<file path="config.mk">
export PLATFORM = sky130hd
export DESIGN_NAME = bytecode_instruction_decoder
export DESIGN_NICKNAME = d
export VERILOG_FILES = /design/src/hw/rtl/bcd_pkg.sv /design/src/hw/rtl/bcd_classify.sv /design/src/hw/rtl/bcd_decode.sv /design/src/hw/rtl/bcd_out_buf.sv /design/src/hw/rtl/bytecode_instruction_decoder.sv
export SDC_FILE = /design/constraint.sdc
export NUM_CORES = 1
export LEC_CHECK = 0
export BUFFER_PORTS_ARGS = -buffer_cell sky130_fd_sc_hd__buf_2
export CAP_MARGIN = 20
export CORE_ASPECT_RATIO = 0.75
export CORE_MARGIN = 1.5
export CORE_UTILIZATION = 55
export DETAILED_ROUTE_END_ITERATION = 12
export PLACE_DENSITY = 0.79
export RECOVER_POWER = 100
export SLEW_MARGIN = 20
export SYNTH_ARGS = -nofsm -noshare
export SYNTH_HDL_FRONTEND = slang
export SYNTH_SLANG_ARGS = --single-unit
</file>
<file path="constraint.sdc">
create_clock -name aclk -period 14.74 [get_ports aclk]
set_clock_uncertainty 0.1 [all_clocks]
set_input_delay 2.948 -clock aclk [delete_from_list [all_inputs] [get_ports aclk]]
set_output_delay 2.948 -clock aclk [all_outputs]
set_load 0.03 [all_outputs]
</file>
<file path="src/hw/rtl/bcd_pkg.sv">
`default_nettype none
// ----------------------------------------------------------------------------
// bcd_pkg: shared definitions for the bytecode instruction decoder
// Opcode constants, operand kind and status codes, and the result record.
// ----------------------------------------------------------------------------
package bcd_pkg;

    localparam int OFFSET_BITS_DEF = 16;

    // Operand bytes gathered after an opcode (wide iinc is the longest).
    localparam int OPND_DEPTH = 5;
    localparam int OPND_IDX_BITS = $clog2(OPND_DEPTH);

    localparam int RESULT_DATA_BITS = 112;
    localparam int RESULT_USER_BITS = 2;

    localparam logic [7:0] OP_IINC        = 8'h84;
    localparam logic [7:0] OP_WIDE        = 8'hc4;
    localparam logic [7:0] OP_INVOKEIFACE = 8'hb9;
    localparam logic [7:0] OP_MULTIANEW   = 8'hc5;
    localparam logic [7:0] OP_NEWARRAY    = 8'hbc;
    localparam logic [7:0] OP_LDC         = 8'h12;
    localparam logic [7:0] OP_SIPUSH      = 8'h11;
    localparam logic [7:0] OP_BIPUSH      = 8'h10;
    localparam logic [7:0] OP_GOTO_W      = 8'hc8;
    localparam logic [7:0] OP_JSR_W       = 8'hc9;
    localparam logic [7:0] OP_RET         = 8'ha9;

    localparam logic [2:0] KIND_NONE   = 3'd0;
    localparam logic [2:0] KIND_POOL   = 3'd1;
    localparam logic [2:0] KIND_LOCAL  = 3'd2;
    localparam logic [2:0] KIND_IMM    = 3'd3;
    localparam logic [2:0] KIND_BRANCH = 3'd4;
    localparam logic [2:0] KIND_ATYPE  = 3'd5;

    localparam logic [1:0] STAT_OK       = 2'd0;
    localparam logic [1:0] STAT_INVALID  = 2'd1;
    localparam logic [1:0] STAT_TRUNC    = 2'd2;
    localparam logic [1:0] STAT_RESERVED = 2'd3;

    localparam logic [2:0] LEN_INVALID = 3'd0;
    localparam logic [2:0] LEN_ONE     = 3'd1;
    localparam logic [2:0] LEN_TWO     = 3'd2;
    localparam logic [2:0] LEN_WIDE    = 3'd4;
    localparam logic [2:0] LEN_LONG    = 3'd5;
    localparam logic [2:0] LEN_WIDE_IINC = 3'd6;

    typedef struct packed {
        logic [2:0] len;
        logic [2:0] kind;
    } bcd_class_t;

    typedef struct packed {
        logic [15:0]        instr_offset;
        logic [7:0]         opcode;
        logic               wide_prefix;
        logic [2:0]         instr_length;
        logic [2:0]         operand_kind;
        logic signed [31:0] operand_a;
        logic signed [15:0] operand_b;
        logic signed [31:0] branch_target;
        logic [1:0]         status;
        logic               stream_end;
    } bcd_result_t;

endpackage
`default_nettype wire

</file>
<file path="src/hw/rtl/bcd_classify.sv">
`default_nettype none
// ----------------------------------------------------------------------------
// bcd_classify: opcode length and operand kind table
// Gives the total instruction length (0 for an invalid opcode) and the kind.
// ----------------------------------------------------------------------------
module bcd_classify import bcd_pkg::*; (
    input  wire logic [7:0] opcode,
    output bcd_class_t      cls
);

    always_comb begin
        cls = '{len: LEN_INVALID, kind: KIND_NONE};
        case (opcode) inside
            [8'h00:8'h0f], [8'h1a:8'h35], [8'h3b:8'h83], [8'h85:8'h98],
            [8'hac:8'hb1], 8'hbe, 8'hbf, 8'hc2, 8'hc3: begin
                cls = '{len: LEN_ONE, kind: KIND_NONE};
            end
            OP_LDC:      cls = '{len: LEN_TWO, kind: KIND_POOL};
            OP_NEWARRAY: cls = '{len: LEN_TWO, kind: KIND_ATYPE};
            OP_BIPUSH:   cls = '{len: LEN_TWO, kind: KIND_IMM};
            [8'h15:8'h19], [8'h36:8'h3a], OP_RET: begin
                cls = '{len: LEN_TWO, kind: KIND_LOCAL};
            end
            OP_SIPUSH:   cls = '{len: 3'd3, kind: KIND_IMM};
            OP_IINC:     cls = '{len: 3'd3, kind: KIND_LOCAL};
            8'h13, 8'h14, [8'hb2:8'hb8], 8'hbb, 8'hbd, 8'hc0, 8'hc1: begin
                cls = '{len: 3'd3, kind: KIND_POOL};
            end
            [8'h99:8'ha8], 8'hc6, 8'hc7: begin
                cls = '{len: 3'd3, kind: KIND_BRANCH};
            end
            OP_MULTIANEW:        cls = '{len: 3'd4, kind: KIND_POOL};
            OP_INVOKEIFACE:      cls = '{len: LEN_LONG, kind: KIND_POOL};
            OP_GOTO_W, OP_JSR_W: cls = '{len: LEN_LONG, kind: KIND_BRANCH};
            OP_WIDE:             cls = '{len: LEN_WIDE, kind: KIND_LOCAL};
            default:             cls = '{len: LEN_INVALID, kind: KIND_NONE};
        endcase
    end

endmodule
`default_nettype wire

</file>
<file path="src/hw/rtl/bcd_decode.sv">
`default_nettype none
// ----------------------------------------------------------------------------
// bcd_decode: instruction gathering and operand decode
// Holds the per-instruction state and forms at most one result per byte.
// ----------------------------------------------------------------------------
module bcd_decode import bcd_pkg::*; #(
    parameter int OFFSET_BITS = OFFSET_BITS_DEF
) (
    input  wire logic       aclk,
    input  wire logic       aresetn,
    input  wire logic       in_accept,
    input  wire logic [7:0] code_byte,
    input  wire logic       end_of_code,
    output logic            res_valid,
    output bcd_result_t     res
);

    bcd_class_t cls;

    logic [OFFSET_BITS-1:0] pos_reg, pos_next;
    logic [OFFSET_BITS-1:0] start_reg, start_next;
    logic [7:0]             held_reg, held_next;
    logic                   wide_reg, wide_next;
    logic [2:0]             len_reg, len_next;
    logic [2:0]             kind_reg, kind_next;
    logic [2:0]             need_reg, need_next;
    logic [2:0]             got_reg, got_next;
    logic                   halted_reg, halted_next;
    logic [7:0]             opnd_reg [OPND_DEPTH];

    logic [7:0]  eff [OPND_DEPTH];
    logic [2:0]  need_after;
    logic        opnd_we;
    bcd_result_t fin_res;

    bcd_classify u_classify (
        .opcode (code_byte),
        .cls    (cls)
    );

    // Operand bytes as seen once the current byte has been added.
    always_comb begin
        for (int i = 0; i < OPND_DEPTH; i++) begin
            eff[i] = (got_reg == 3'(i)) ? code_byte : opnd_reg[i];
        end
    end

    always_comb begin
        need_after = need_reg - 3'd1;
        if (wide_reg && got_reg == 3'd0 && code_byte == OP_IINC) begin
            need_after = need_after + 3'd2;
        end
    end

    // Result of a completed multi-byte instruction.
    always_comb begin
        logic [15:0] w16;
        w16 = {eff[0], eff[1]};
        fin_res = '0;
        fin_res.instr_offset = 16'(start_reg);
        fin_res.opcode       = held_reg;
        fin_res.wide_prefix  = wide_reg;
        fin_res.instr_length = len_reg;
        fin_res.operand_kind = kind_reg;
        fin_res.status       = STAT_OK;
        fin_res.stream_end   = end_of_code;
        if (wide_reg) begin
            fin_res.opcode       = eff[0];
            fin_res.operand_a    = {16'd0, eff[1], eff[2]};
            fin_res.instr_length = LEN_WIDE;
            fin_res.operand_kind = KIND_LOCAL;
            if (eff[0] == OP_IINC) begin
                fin_res.operand_b    = {eff[3], eff[4]};
                fin_res.instr_length = LEN_WIDE_IINC;
            end
        end else if (held_reg == OP_BIPUSH) begin
            fin_res.operand_a = {{24{eff[0][7]}}, eff[0]};
        end else if (len_reg == LEN_TWO) begin
            fin_res.operand_a = {24'd0, eff[0]};
        end else if (held_reg == OP_SIPUSH) begin
            fin_res.operand_a = {{16{w16[15]}}, w16};
        end else if (held_reg == OP_IINC) begin
            fin_res.operand_a = {24'd0, eff[0]};
            fin_res.operand_b = {{8{eff[1][7]}}, eff[1]};
        end else if (held_reg == OP_MULTIANEW || held_reg == OP_INVOKEIFACE) begin
            fin_res.operand_a = {16'd0, w16};
            fin_res.operand_b = {8'd0, eff[2]};
            if (held_reg == OP_INVOKEIFACE && eff[3] != 8'd0) begin
                fin_res.status = STAT_RESERVED;
            end
        end else if (kind_reg == KIND_BRANCH) begin
            if (len_reg == LEN_LONG) begin
                fin_res.operand_a = {eff[0], eff[1], eff[2], eff[3]};
            end else begin
                fin_res.operand_a = {{16{w16[15]}}, w16};
            end
            fin_res.branch_target = 32'(start_reg) + fin_res.operand_a;
        end else begin
            fin_res.operand_a = {16'd0, w16};
        end
    end

    always_comb begin
        pos_next    = pos_reg;
        start_next  = start_reg;
        held_next   = held_reg;
        wide_next   = wide_reg;
        len_next    = len_reg;
        kind_next   = kind_reg;
        need_next   = need_reg;
        got_next    = got_reg;
        halted_next = halted_reg;
        opnd_we     = 1'b0;
        res_valid   = 1'b0;
        res         = '0;

        if (in_accept) begin
            if (halted_reg) begin
                if (end_of_code) begin
                    pos_next    = '0;
                    start_next  = '0;
                    held_next   = '0;
                    wide_next   = 1'b0;
                    need_next   = '0;
                    got_next    = '0;
                    halted_next = 1'b0;
                end
            end else begin
                if (need_reg == 3'd0) begin
                    start_next = pos_reg;
                    if (cls.len == LEN_INVALID || cls.len == LEN_ONE) begin
                        res_valid          = 1'b1;
                        res.instr_offset   = 16'(pos_reg);
                        res.opcode         = code_byte;
                        res.instr_length   = LEN_ONE;
                        res.operand_kind   = KIND_NONE;
                        res.status         = (cls.len == LEN_INVALID) ? STAT_INVALID : STAT_OK;
                        res.stream_end     = end_of_code;
                        if (cls.len == LEN_INVALID && !end_of_code) begin
                            halted_next = 1'b1;
                        end
                    end else begin
                        held_next = code_byte;
                        wide_next = (code_byte == OP_WIDE);
                        len_next  = cls.len;
                        kind_next = cls.kind;
                        need_next = cls.len - 3'd1;
                        got_next  = '0;
                    end
                end else begin
                    opnd_we   = 1'b1;
                    got_next  = got_reg + 3'd1;
                    need_next = need_after;
                    if (need_after == 3'd0) begin
                        res_valid = 1'b1;
                        res       = fin_res;
                        held_next = '0;
                        wide_next = 1'b0;
                        got_next  = '0;
                    end
                end

                pos_next = pos_reg + OFFSET_BITS'(1);

                if (end_of_code) begin
                    // An instruction still open at the end of the array is cut short.
                    if (!res_valid && need_next != 3'd0) begin
                        res_valid        = 1'b1;
                        res.instr_offset = 16'(start_next);
                        res.opcode       = (wide_next && got_next != 3'd0) ? eff[0] : held_next;
                        res.wide_prefix  = wide_next;
                        res.instr_length = got_next + 3'd1;
                        res.operand_kind = kind_next;
                        res.status       = STAT_TRUNC;
                        res.stream_end   = 1'b1;
                    end
                    pos_next    = '0;
                    start_next  = '0;
                    held_next   = '0;
                    wide_next   = 1'b0;
                    need_next   = '0;
                    got_next    = '0;
                    halted_next = 1'b0;
                end
            end
        end
    end

    always_ff @(posedge aclk) begin
        if (!aresetn) begin
            pos_reg    <= '0;
            start_reg  <= '0;
            held_reg   <= '0;
            wide_reg   <= 1'b0;
            len_reg    <= '0;
            kind_reg   <= '0;
            need_reg   <= '0;
            got_reg    <= '0;
            halted_reg <= 1'b0;
        end else begin
            pos_reg    <= pos_next;
            start_reg  <= start_next;
            held_reg   <= held_next;
            wide_reg   <= wide_next;
            len_reg    <= len_next;
            kind_reg   <= kind_next;
            need_reg   <= need_next;
            got_reg    <= got_next;
            halted_reg <= halted_next;
        end
    end

    // Operand bytes are payload; every byte read is written earlier in the instruction.
    always_ff @(posedge aclk) begin
        if (opnd_we && got_reg < 3'(OPND_DEPTH)) begin
            opnd_reg[got_reg[OPND_IDX_BITS-1:0]] <= code_byte;
        end
    end

`ifndef SYNTHESIS
    a_halt_idle: assert property (@(posedge aclk) disable iff (!aresetn)
        halted_reg |-> (need_reg == 3'd0))
        else $error("decoder halted with an instruction open");
    a_got_range: assert property (@(posedge aclk) disable iff (!aresetn)
        (got_reg <= 3'(OPND_DEPTH)))
        else $error("operand byte count out of range");
    a_end_clears: assert property (@(posedge aclk) disable iff (!aresetn)
        (in_accept && end_of_code) |=> (pos_reg == '0 && need_reg == 3'd0 && !halted_reg))
        else $error("decode state not cleared after end of code");
`endif

endmodule
`default_nettype wire

</file>
<file path="src/hw/rtl/bcd_out_buf.sv">
`default_nettype none
// ----------------------------------------------------------------------------
// bcd_out_buf: two-entry result buffer
// Decouples the result channel from the byte channel so input keeps flowing.
// ----------------------------------------------------------------------------
module bcd_out_buf import bcd_pkg::*; (
    input  wire logic        aclk,
    input  wire logic        aresetn,
    input  wire logic        push,
    input  wire bcd_result_t push_data,
    output logic             ready,
    output logic             out_valid,
    input  wire logic        out_ready,
    output bcd_result_t      out_data
);

    logic [1:0]  cnt_reg, cnt_next;
    bcd_result_t head_reg, head_next;
    bcd_result_t tail_reg, tail_next;
    logic        pop;

    assign pop       = out_valid && out_ready;
    assign out_valid = (cnt_reg != 2'd0);
    assign out_data  = head_reg;
    assign ready     = (cnt_reg != 2'd2);

    always_comb begin
        cnt_next  = cnt_reg;
        head_next = head_reg;
        tail_next = tail_reg;
        if (push && pop) begin
            if (cnt_reg == 2'd1) begin
                head_next = push_data;
            end else begin
                head_next = tail_reg;
                tail_next = push_data;
            end
        end else if (push) begin
            if (cnt_reg == 2'd0) begin
                head_next = push_data;
            end else begin
                tail_next = push_data;
            end
            cnt_next = cnt_reg + 2'd1;
        end else if (pop) begin
            head_next = tail_reg;
            cnt_next  = cnt_reg - 2'd1;
        end
    end

    always_ff @(posedge aclk) begin
        if (!aresetn) begin
            cnt_reg <= '0;
        end else begin
            cnt_reg <= cnt_next;
        end
    end

    always_ff @(posedge aclk) begin
        head_reg <= head_next;
        tail_reg <= tail_next;
    end

`ifndef SYNTHESIS
    a_cnt_range: assert property (@(posedge aclk) disable iff (!aresetn)
        (cnt_reg != 2'd3))
        else $error("result buffer count out of range");
    a_no_overflow: assert property (@(posedge aclk) disable iff (!aresetn)
        (cnt_reg == 2'd2) |-> !push)
        else $error("result pushed into a full buffer");
    a_push_shows: assert property (@(posedge aclk) disable iff (!aresetn)
        (push && !pop) |=> out_valid)
        else $error("pushed result not presented");
`endif

endmodule
`default_nettype wire

</file>
<file path="src/hw/rtl/bytecode_instruction_decoder.sv">
`default_nettype none
// ----------------------------------------------------------------------------
// bytecode_instruction_decoder: JVM bytecode instruction length decoder
// Groups a stream of code bytes into instructions and reports each one.
// ----------------------------------------------------------------------------
//
//  Channel | Direction | Payload                                   | Marker
//  --------+-----------+-------------------------------------------+---------------
//  s_      | in        | tdata[7:0] code byte                      | tlast end_of_code
//  m_      | out       | tdata: instruction record (see port list) | tlast stream_end
//
//  A new byte can be taken every cycle while s_tready is high; the rate is set
//  by the single decode pass from the held instruction state to the result
//  buffer. A record is written into the result buffer with the byte that
//  completes its instruction and is presented on m_ from there. Reset (aresetn
//  low at a clock edge) clears the decode state and empties the two-entry
//  result buffer. s_tready drops only while both entries wait on m_tready.
//
// The decoder tracks the byte position within the code array, the opcode of
// the open instruction and the operand bytes gathered so far. An invalid
// opcode is reported and the rest of the array is skipped up to its last
// byte. An instruction still open at the last byte is reported as truncated.
// The last byte of an array returns all state to zero for the next one.
module bytecode_instruction_decoder import bcd_pkg::*; #(
    parameter int OFFSET_BITS = OFFSET_BITS_DEF
) (
    input  wire logic                        aclk,
    input  wire logic                        aresetn,

    input  wire logic                        s_tvalid,
    output logic                             s_tready,
    input  wire logic [7:0]                  s_tdata,   // [7:0] code_byte
    input  wire logic                        s_tlast,   // end_of_code

    output logic                             m_tvalid,
    input  wire logic                        m_tready,
    // [15:0] instr_offset, [23:16] opcode, [24] wide_prefix, [27:25] instr_length,
    // [30:28] operand_kind, [62:31] operand_a, [78:63] operand_b,
    // [110:79] branch_target, [111] zero
    output logic [RESULT_DATA_BITS-1:0]      m_tdata,
    output logic [RESULT_USER_BITS-1:0]      m_tuser,   // [1:0] status
    output logic                             m_tlast    // stream_end
);

    logic        in_accept;
    logic        res_valid;
    bcd_result_t res;
    bcd_result_t out_res;

    // A byte transaction completes when both sides of the handshake agree.
    assign in_accept = s_tvalid && s_tready;

    bcd_decode #(
        .OFFSET_BITS (OFFSET_BITS)
    ) u_decode (
        .aclk        (aclk),
        .aresetn     (aresetn),
        .in_accept   (in_accept),
        .code_byte   (s_tdata),
        .end_of_code (s_tlast),
        .res_valid   (res_valid),
        .res         (res)
    );

    // The buffer holds up to two results, so input keeps flowing while the
    // result channel stalls and a buffer entry is still free.
    bcd_out_buf u_out_buf (
        .aclk      (aclk),
        .aresetn   (aresetn),
        .push      (res_valid),
        .push_data (res),
        .ready     (s_tready),
        .out_valid (m_tvalid),
        .out_ready (m_tready),
        .out_data  (out_res)
    );

    assign m_tdata = {1'b0,
                      out_res.branch_target,
                      out_res.operand_b,
                      out_res.operand_a,
                      out_res.operand_kind,
                      out_res.instr_length,
                      out_res.wide_prefix,
                      out_res.opcode,
                      out_res.instr_offset};
    assign m_tuser = out_res.status;
    assign m_tlast = out_res.stream_end;

endmodule
`default_nettype wire

</file>
# == Word-level counts from Yosys, hierarchy flattened ==
# Memories as Yosys holds them, arrays and structs flattened.
# Cells that the tools add are included.
# totals
regBits,284
ram_bits,40
inputBits,13
output_inout_bits,117
wordCells,288
memories,1
# mem_list
name,words,word_bits,rd,rd_clocked_by_memory_dff,write_ports,line_no,source
u_decode.opnd_reg,5,8,5,0,1,bcd_decode.sv:29,logic [7:0] opnd_reg [OPND_DEPTH];
# op_classes
addsub,9
order_cmp,19
eq_ne,43
muxes,137
bitwise_logic,3
reduce_logical,46
# ops
operator,n
two-way mux 114 bit,12
two-way mux 32 bit,14
two-way mux 48 bit,6
two-way mux 50 bit,4
equality test 8 bit (second input constant),22
two-way mux 16 bit,7
two-way mux 8 bit,14
two-way mux 31 bit,3
two-way mux 6 bit,15
two-way mux 80 bit,1
two-way mux 34 bit,2
two-way mux 3 bit,21
equality test 8 x 5 -> 1 bit (second input constant),7
two-way mux 24 bit,2
<= comparator 8 bit (second input constant),5
adder 16 x 32 -> 32 bit,1
>= comparator 8 bit (second input constant),4
two-way mux 1 bit,30
logical AND 1 bit,19
adder 16 x 1 -> 16 bit (second input constant),1
>= comparator 8 x 5 -> 1 bit (second input constant),2
>= comparator 8 x 6 -> 1 bit (second input constant),2
<= comparator 8 x 6 -> 1 bit (second input constant),2
zero test 3 bit,4
32 further kinds,57

# == Depth between registers and ports, before layout ==
# Gate-level depths: netlist (run 1).
# logic_depth
ltp_word,31
ltp_mapped,27
ltp_nobuf,21

# == By module ==
# From an unflattened synthesis (run 1), not the netlist that was laid out.
# unflattened
cells_unflattened,1542
area_unflattened_um2,17076.4
# by_module_without_submodules
mod,instances,cells_each,area_each_um2,seq_area_each_um2
bcd_out_buf,1,375,8415.6,6886.6
bcd_decode,1,1066,7956.4,2282.2
bcd_classify,1,98,686.9,0.0
bytecode_instruction_decoder,1,3,17.5,0.0

# == Worst setup path after synthesis (run 1) ==
# Ideal clock, no wire load.
# synth_path
kind,in2reg
from,in s_tdata[1]
to,reg u_out_buf.tail_reg[0] (netlist bit) (enable)
setup_ns,0.625
arrival_ns,12.439
t_required_ns,14.015
slack_ns,1.576
cell_stages,21
path_cell_list,buf_2 or2_2 a2111oi_0 nor4_1 and4bb_2 nor2b_1 inv_1 ha_1 o21ai_0 nor3_1 a222oi_1 o211a_1 a21oi_2 nor2_4 inv_2 clkbuf_1 ha_1 clkbuf_1 inv_1 nand2_1 a21oi_1
# synth_lines
element,line_no,source
from (decl),bytecode_instruction_decoder.sv:32,"input wire logic [7:0] s_tdata,"
to (signal assigned),bcd_out_buf.sv:61,tail_reg <= tail_next;
to (decl),bcd_out_buf.sv:19,"bcd_result_t tail_reg, tail_next;"

# == Worst setup path after layout (run 1) ==
# layout_path
from,in s_tdata[2]
to,reg u_out_buf.tail_reg[55] (netlist bit) (enable)
# layout_between
elab_chain_len,29
elab_cells_between_ends,96
classes_between,add/sub (1); order compare (18); eq/ne (26); mux (27); reduce/logical (24)
# layout_rtl
element,line_no,source
"parallel branches: the longest is 23 deep, another holds >= comparator 8 bit",-,
two-way mux 1 bit *,bcd_decode.sv:165,if (end_of_code) begin
two-way mux 1 bit *,bcd_decode.sv:118,if (halted_reg) begin
two-way mux 1 bit *,bcd_decode.sv:117,if (in_accept) begin
logical AND 1 bit,bcd_out_buf.sv:31,if (push && pop) begin
!= test 2 bit (no line) (tied with other cells),-,
AND reduction 3 bit (no line) *,-,
# Every way passes the cells marked *. The select of a mux whose other input is x is not followed.
# A chain may end at the register's enable or synchronous reset.

==> results.sh, run 1 <==
export IMPL_status="finished, violations left"
export IMPL_violations="max-capacitance violations, max-slew violations"
export IMPL_cts_buffers=34
export IMPL_drive_gt1_share_pct=9.30
export IMPL_antenna_found_initial=0
export IMPL_max_cap_violations=5
export IMPL_crit_path_top_delay_cell="inv_1"
export IMPL_clockBufferDepth=3
export IMPL_hold_viol=0
export IMPL_netlist_area_um2=17300
export IMPL_io_pins=130
export IMPL_grt_pass1_wl_mm=72.9
export IMPL_globalplace_congestion=0.967
export IMPL_syn2layout_area_growth_pct=10.7
export IMPL_core_um2=31100
export IMPL_yosys_register_bits=324
export IMPL_cts_tree="built"
export IMPL_grt_ovfl_total=0
export IMPL_path_clk_slew_ns=0.06
export IMPL_rsz0062_at_grt="false"
export IMPL_required_ns=14.78
export IMPL_ff2ff_path_depth=16
export IMPL_crit_type="in -> reg"
export IMPL_synth_edff_count=268
export IMPL_die_h_um=157
export IMPL_fin_crit_sh_pct=82.0
export IMPL_hold_end="u_decode.kind_reg[0]"
export IMPL_drc=0
export IMPL_fmax_ghz=0.0827
export IMPL_ant_nets=0
export IMPL_hold_worst_slack_ns=0.382
export IMPL_leakagePower_nw=6.55
export IMPL_num_vias=13700
export IMPL_totalWireLength_mm=48.1
export IMPL_cp_end_kind="flip-flop"
export IMPL_die_area_um2=32500
export IMPL_syn_inst=1614
export IMPL_final_max_slew_violation_count=244
export IMPL_die_w_um=208
export IMPL_ys_warn_count=0
export IMPL_grt_pass1_vias=12400
export IMPL_rr_endpoint="u_out_buf.tail_reg[55]"
export IMPL_start_util_pct=55.6
export IMPL_cts_sinks=324
export IMPL_whs_path_depth=2
export IMPL_yosysSeqAreaShare_pct=53.0
export IMPL_worst_pin_slew_ns=1.90
export IMPL_cts_root_buf="clkbuf_16"
export IMPL_post_cts_resized=0
export IMPL_finalNonFillerCells=2138
export IMPL_max_stage_delay_ns=1.30
export IMPL_r2r_setup_slack_ns=6.39
export IMPL_cp_cell_sequence="clkbuf_1, clkinv_1, nand2_1, nor2_1, and4b_1, a31oi_1, o21ai_0, nor2_1, ha_1, o21ai_0, nor3_1, a222oi_1, o211a_1, a21oi_2, nor2_4, inv_1, ha_1, buf_4, nand2_1, a21oi_4, buf_4, buf_4"
export IMPL_grt_total_usage_pct=28.8
export IMPL_async_flop_share_pct=0
export IMPL_num_antenna_cells=0
export IMPL_rows=56
export IMPL_syn_nets=1661
export IMPL_p_per_area_nw_per_um2=182
export IMPL_fin_nets=1754
export IMPL_hold_path_class="reg -> reg"
export IMPL_startpoint_type="input pin"
export IMPL_dp_cells=2076
export IMPL_crit_top_cell="buf_4"
export IMPL_port_buffer_count=128
export IMPL_slew_headroom_pct=-26.5
export IMPL_drt_initial_drc_count=1666
export IMPL_via_per_inst=6.40
export IMPL_critPathMaxFanout=63
export IMPL_clock_latency_ns=0.53
export IMPL_cp_top_family="buffers and inverters"
export IMPL_cp_arrival_ns=12.13
export IMPL_min_from="u_decode.kind_reg[0]"
export IMPL_postCtsSetupBuffers=0
export IMPL_dpl_hpwl_mm=33.3
export IMPL_crit_buf_inv=6
export IMPL_wl_per_cell_um=22.5
export IMPL_syn_avg_cell_area_um2=10.7
export IMPL_fin_crit_ns=12.09
export IMPL_htree_num_levels=2
export IMPL_vdd_ir_drop_max_uv=132
export IMPL_fin_tns_setup_ns=0
export IMPL_yosysUniqueCellTypes=82
export IMPL_totalPowerFinal_w=0.00347
export IMPL_hold_buffers=0
export IMPL_finalSetupViolations=0
export IMPL_grt_max_degree=89
export IMPL_synth_top_flop_cell="edfxtp_1"
export IMPL_drt_pass1_iterations=6
export IMPL_rr_startpoint="u_decode.need_reg[0]"
## metrics by stage
stage | setup slack (ns) | instance area [µm²] | utilization [%]
6_report | 2.65 | 19100 | 61.5
5_1_grt | 1.85 | 19100 | 61.5
4_1_cts | 4.25 | 19400 | 62.3
3_5_place_dp | 3.74 | 18200 | 58.7
3_3_place_gp | 3.98 | 18200 | 58.6
2_1_floorplan | 1.58 | 17300 | -
## power by group
part           switching (W)  internal, W  leakage, nW
clock network       0.000362     0.000505        0.539
logic               0.000859     0.000294         3.06
registers          0.0000855      0.00137         2.95
total                0.00131      0.00217         6.55
## layout make-up
type / instances / area (µm²)
fill: 2560 / 12000
sequential: 324 / 9170
multi-input combinational: 1149 / 7530
clock buffer: 40 / 883
timing repair buffer: 158 / 664
tap: 406 / 508
clock inverter: 21 / 235
inverter: 40 / 150
## cell usage in the layout, fill, tap and decap left out, types with 16 or more instances in the layout
master     count
clkbuf_16     34
buf_4         18
a22oi_1       43
nand3_1       25
o21ai_0       75
edfxtp_1     268
a32oi_1       17
nand2_1      146
o211ai_1      23
mux2i_1       70
clkbuf_1     142
ha_1          33
mux2_2        69
nand4_1       16
a21oi_1      141
xor2_1        18
inv_1         38
dfxtp_1       56
nand2b_1      19
nor2_1       168
## worst max-delay path by stage
| stage | depth (start not counted) | start | slack [ns] | endpoint |
|---|---|---|---|---|
| 2_1_floorplan | 21 | s_tdata[1] | 1.58 | u_out_buf.tail_reg[0] |
| 3_5_place_dp | 22 | s_tdata[1] | 3.74 | u_out_buf.tail_reg[52] |
| 4_1_cts | 22 | s_tdata[1] | 4.25 | u_out_buf.tail_reg[78] |
| 3_3_place_gp | 22 | s_tdata[1] | 3.98 | u_out_buf.tail_reg[40] |
| 5_1_grt | 18 | s_tdata[2] | 1.85 | u_out_buf.out_data[60] |
| 6_report | 22 | s_tdata[2] | 2.65 | u_out_buf.tail_reg[55] |
## synth_stat cells (11+ instances only)
| cell | instances | area, µm² |
|---|---|---|
| o22a_1 | 14 | 123 |
| nor3_1 | 15 | 75.1 |
| a22oi_1 | 43 | 323 |
| buf_1 | 15 | 56.3 |
| and2_1 | 23 | 144 |
| nand2_1 | 146 | 548 |
| a21oi_1 | 142 | 711 |
| nand2b_1 | 19 | 119 |
| edfxtp_1 | 268 | 8050 |
| mux2_2 | 72 | 811 |
| a211oi_1 | 16 | 120 |
| mux2i_1 | 70 | 701 |
| o21ai_0 | 74 | 370 |
| ha_1 | 33 | 413 |
| xnor2_1 | 14 | 123 |
| clkbuf_1 | 52 | 195 |
| buf_2 | 28 | 140 |
| dfxtp_1 | 56 | 1120 |
| o211ai_1 | 23 | 173 |
| nand3_1 | 25 | 125 |
| nor4_1 | 11 | 68.8 |
| nor2_1 | 168 | 631 |
| xor2_1 | 18 | 158 |
| inv_1 | 38 | 143 |
| nand4_1 | 16 | 100 |
| a32oi_1 | 16 | 140 |
| nor2b_1 | 15 | 93.8 |
## kinds of logic after synthesis
family / after synthesis / synth area share [%]
and+or+nand+nor: 499 / 13.9
AOI/OAI and AO/OA: 438 / 16.6
DFF: 324 / 53.0
muxes: 145 / 8.94
buffers and inverters: 141 / 3.44
adders and majority gates: 34 / 2.50
xor gates and xnor gates: 32 / 1.62
other: 1 / 0.0217
## routing by layer
metal  wire length, µm  part of all wire [%]  GRT usage [%]
met4              1440                   3.0           9.94
met1             20600                    43           42.5
met5                 0                     0              0
met3              5410                    11           6.66
met2             20600                    43           41.7
## worst reg2reg max path, stage by stage (launching register included)
cell	delay [ns]
dfxtp_1	0.38
inv_1	0.13
ha_1	0.17
nor2b_4	0.80
o21ai_0	0.43
nor3_1	0.50
a222oi_1	0.23
o211a_1	0.26
a21oi_2	0.32
nor2_4	0.18
inv_1	1.30
ha_1	0.72
buf_4	0.34
nand2_1	0.25
a21oi_4	0.50
buf_4	0.57
buf_4	0.77
No activity file was read; power rests on OpenSTA's default activity.
==> run 2: changes to the inputs <==
--- a/config.mk
+++ b/config.mk
@@ -5,6 +5,7 @@
 export SDC_FILE = /design/constraint.sdc
 export NUM_CORES = 1
 export LEC_CHECK = 0
+export ABC_AREA = 1
 export BUFFER_PORTS_ARGS = -buffer_cell sky130_fd_sc_hd__buf_2
 export CAP_MARGIN = 20
 export CORE_ASPECT_RATIO = 0.75
==> constraint.sdc (replaced) <==
create_clock -name aclk -period 12.48 [get_ports aclk]
set_clock_uncertainty 0.1 [all_clocks]
set_input_delay 2.496 -clock aclk [delete_from_list [all_inputs] [get_ports aclk]]
set_output_delay 2.496 -clock aclk [all_outputs]
set_load 0.03 [all_outputs]
==> run 2 against run 1 <==
Highest routed layer is now met5. Global-route usage grew 3.7 points. Routed wire length increased by 25%. Synthesized cell count up 52%. Clock-buffer cell count grew 2. Total power rose by 21%. Non-clock buffer count shrank 3. Sequential share of layout area shrank 4.2 points. Sequential power up 18%. Clock power rose by 9.3%. The run still ends with max-capacitance violations, max-slew violations left.
==> results.sh, run 2 <==
export IMPL_grt_max_degree=97
export IMPL_synth_top_area_cell="edfxtp_1"
export IMPL_required_ns=12.79
export IMPL_yosysTopAreaCellShare_pct=41.6
export IMPL_globalplace_congestion=0.971
export IMPL_syn_avg_cell_area_um2=7.90
export IMPL_ant_nets=0
export IMPL_die_w_um=220
export IMPL_leakagePower_nw=8.62
export IMPL_num_antenna_cells=0
export IMPL_io_pins=130
export IMPL_synth_most_common_cell="nand2_1"
export IMPL_slew_headroom_pct=-51.2
export IMPL_finalNonFillerCells=2994
export IMPL_synth_area_top_cells="edfxtp_1, nand2_1, dfxtp_1, inv_1, o21ai_0"
export IMPL_fin_crit_ns=10.36
export IMPL_crit_top_cell="inv_1"
export IMPL_drc=0
export IMPL_yosysUniqueCellTypes=63
export IMPL_wl_per_cell_um=20.0
export IMPL_start_util_pct=55.8
export IMPL_rsz0062_at_grt="false"
export IMPL_num_vias=18000
export IMPL_drt_pass1_iterations=6
export IMPL_worst_pin_slew_ns=2.26
export IMPL_dp_cells=2938
export IMPL_cts_root_buf="clkbuf_16"
export IMPL_crit_path_top_delay_cell="clkinv_1"
export IMPL_cp_arrival_ns=10.67
export IMPL_drive_gt1_share_pct=4.89
export IMPL_path_clk_slew_ns=0.07
export IMPL_rr_startpoint="u_decode.got_reg[0]"
export IMPL_hold_worst_slack_ns=0.367
export IMPL_cp_end_kind="flip-flop"
export IMPL_postCtsSetupBuffers=0
export IMPL_max_cap_violations=2
export IMPL_synth_xor_area_share_pct=0.452
export IMPL_synth_edff_count=268
export IMPL_yosys_register_bits=324
export IMPL_hold_viol=0
export IMPL_multi_input_area_um2=8430
export IMPL_regArea_um2=9170
export IMPL_core_um2=34700
export IMPL_final_common_cell="nand2_1"
export IMPL_finalSetupViolations=0
export IMPL_most_common_layout_cells="nand2_1, inv_1, edfxtp_1, o21ai_0, nor2_1"
export IMPL_clock_latency_ns=0.57
export IMPL_syn_nets=2497
export IMPL_rr_endpoint="u_out_buf.out_data[59]"
export IMPL_cp_startpoint="s_tdata[1]"
export IMPL_hold_path_class="reg -> reg"
export IMPL_hold_buffers=0
export IMPL_fmax_ghz=0.0965
export IMPL_max_stage_delay_ns=1.08
export IMPL_port_buffer_count=128
export IMPL_vdd_ir_drop_max_uv=190
export IMPL_synth_top_flop_cell="edfxtp_1"
export IMPL_grt_total_usage_pct=32.5
export IMPL_p_per_area_nw_per_um2=201
export IMPL_synth_fa_ha_area_share_pct=2.24
export IMPL_htree_num_levels=1
export IMPL_grt_pass1_wl_mm=91.3
export IMPL_ys_warn_count=0
export IMPL_grt_ovfl_total=0
export IMPL_syn_inst=2450
export IMPL_ff2ff_path_depth=22
export IMPL_post_cts_resized=0
export IMPL_dpl_hpwl_mm=42.1
export IMPL_grt_pass1_vias=16200
export IMPL_fin_crit_sh_pct=83.0
export IMPL_violations="max-capacitance violations, max-slew violations"
export IMPL_synth_compound_area_share_pct=19.0
export IMPL_netlist_area_um2=19400
export IMPL_cts_buffers=31
export IMPL_fin_nets=2561
export IMPL_yosysSeqAreaShare_pct=47.3
export IMPL_crit_type="in -> reg"
export IMPL_final_max_slew_violation_count=66
export IMPL_fin_tns_setup_ns=0
export IMPL_cts_sinks=324
export IMPL_muxShareOfSynthArea_pct=0
export IMPL_drt_initial_drc_count=2568
export IMPL_fillCellCount=3103
export IMPL_rows=59
export IMPL_startpoint_type="input pin"
export IMPL_synth_top_family_by_area="simple AND/OR/NAND/NOR gates"
export IMPL_die_h_um=166
export IMPL_status="finished, violations left"
export IMPL_totalPowerFinal_w=0.00422
export IMPL_cp_endpoint="u_out_buf.out_data[59]"
export IMPL_syn2layout_area_growth_pct=8.37
export IMPL_die_area_um2=36400
export IMPL_antenna_found_initial=1
export IMPL_async_flop_share_pct=0
export IMPL_critPathMaxFanout=83
export IMPL_totalWireLength_mm=59.9
export IMPL_yosys_top_cells_count="nand2_1, inv_1, edfxtp_1"
export IMPL_yosys_area_share_simple_pct=22.1
export IMPL_via_per_inst=6.01
export IMPL_cts_tree="built"
export IMPL_r2r_setup_slack_ns=5.33
export IMPL_clockBufferDepth=3
## run 2: changes by cell type in the layout (fill, tap and decap cells not counted), moves of 16 or more
cell	delta
nand2b_1	-19
nand2_1	+483
a22oi_1	+16
inv_1	+244
o21ai_0	+179
mux2i_1	-70
nand3_1	+74
a32oi_1	-17
o21ai_1	+36
nor2_1	+40
mux2_2	-69
o21bai_1	+26
## run 2: area by class of cell
cell class              count  area share, %
inverters                 300           5.37
repair buffers            155           3.23
flip-flops and latches    324           43.7
multi-input cells        1702           40.2
well taps                 457           2.72
clock buffers              42           4.23
clock inverters            14          0.602
## run 2: routing by layer
metal | vias to the layer above | track usage (%) | share of wire, %
li1 | 8415 | - | -
met1 | 8447 | 47.3 | 43
met2 | 996 | 50.0 | 44
met3 | 128 | 4.93 | 10
met4 | 2 | 10.1 | 3.0
met5 | - | 0 | 0.015
## run 2: cell families (layout without fill, tap and decap cells)
family / count (synthesis) / after routing
and+or+nand+nor: 1023 / 1023
AOI/OAI and AO/OA: 634 / 634
buffers and inverters: 424 / 511
DFF: 324 / 324
adders and majority gates: 34 / 34
xor gates and xnor gates: 10 / 10
other: 1 / 1
## run 2: critical path, delay by kind of cell
kind	cells	cell delay, ns
buf+inv	11	4.33
simple gates	11	1.86
compound gates	4	1.03
fa+ha+maj	2	0.82
## run 2: worst min path at each step
stage / from / to / slack [ns] / cells after the start
finish: u_decode.need_reg[1] / u_decode.need_reg[1] / 0.37 / 2
global route: u_decode.need_reg[0] / u_decode.need_reg[0] / 0.39 / 2
CTS: u_decode.need_reg[1] / u_decode.need_reg[1] / 0.37 / 2
detailed placement: u_decode.need_reg[1] / u_decode.need_reg[1] / 0.36 / 2
global placement: u_decode.need_reg[0] / u_decode.need_reg[0] / 0.35 / 2
floorplan: u_decode.need_reg[0] / u_decode.need_reg[0] / 0.35 / 2
## run 2: stage by stage
step | setup WS (ns) | util, % | instance area (µm²)
global route | 1.38 | 60.5 | 21000
finish | 2.12 | 60.5 | 21000
floorplan | 1.47 | - | 19400
detailed placement | 2.09 | 58.4 | 20300
global placement | 2.28 | 58.3 | 20200
CTS | 2.67 | 61.3 | 21300
## run 2: where the power goes
part	internal, W	switching [W]	total [W]
clock	0.000538	0.000410	0.000948
combinational	0.000339	0.00122	0.00156
sequential	0.00160	0.000119	0.00171
total	0.00247	0.00175	0.00422
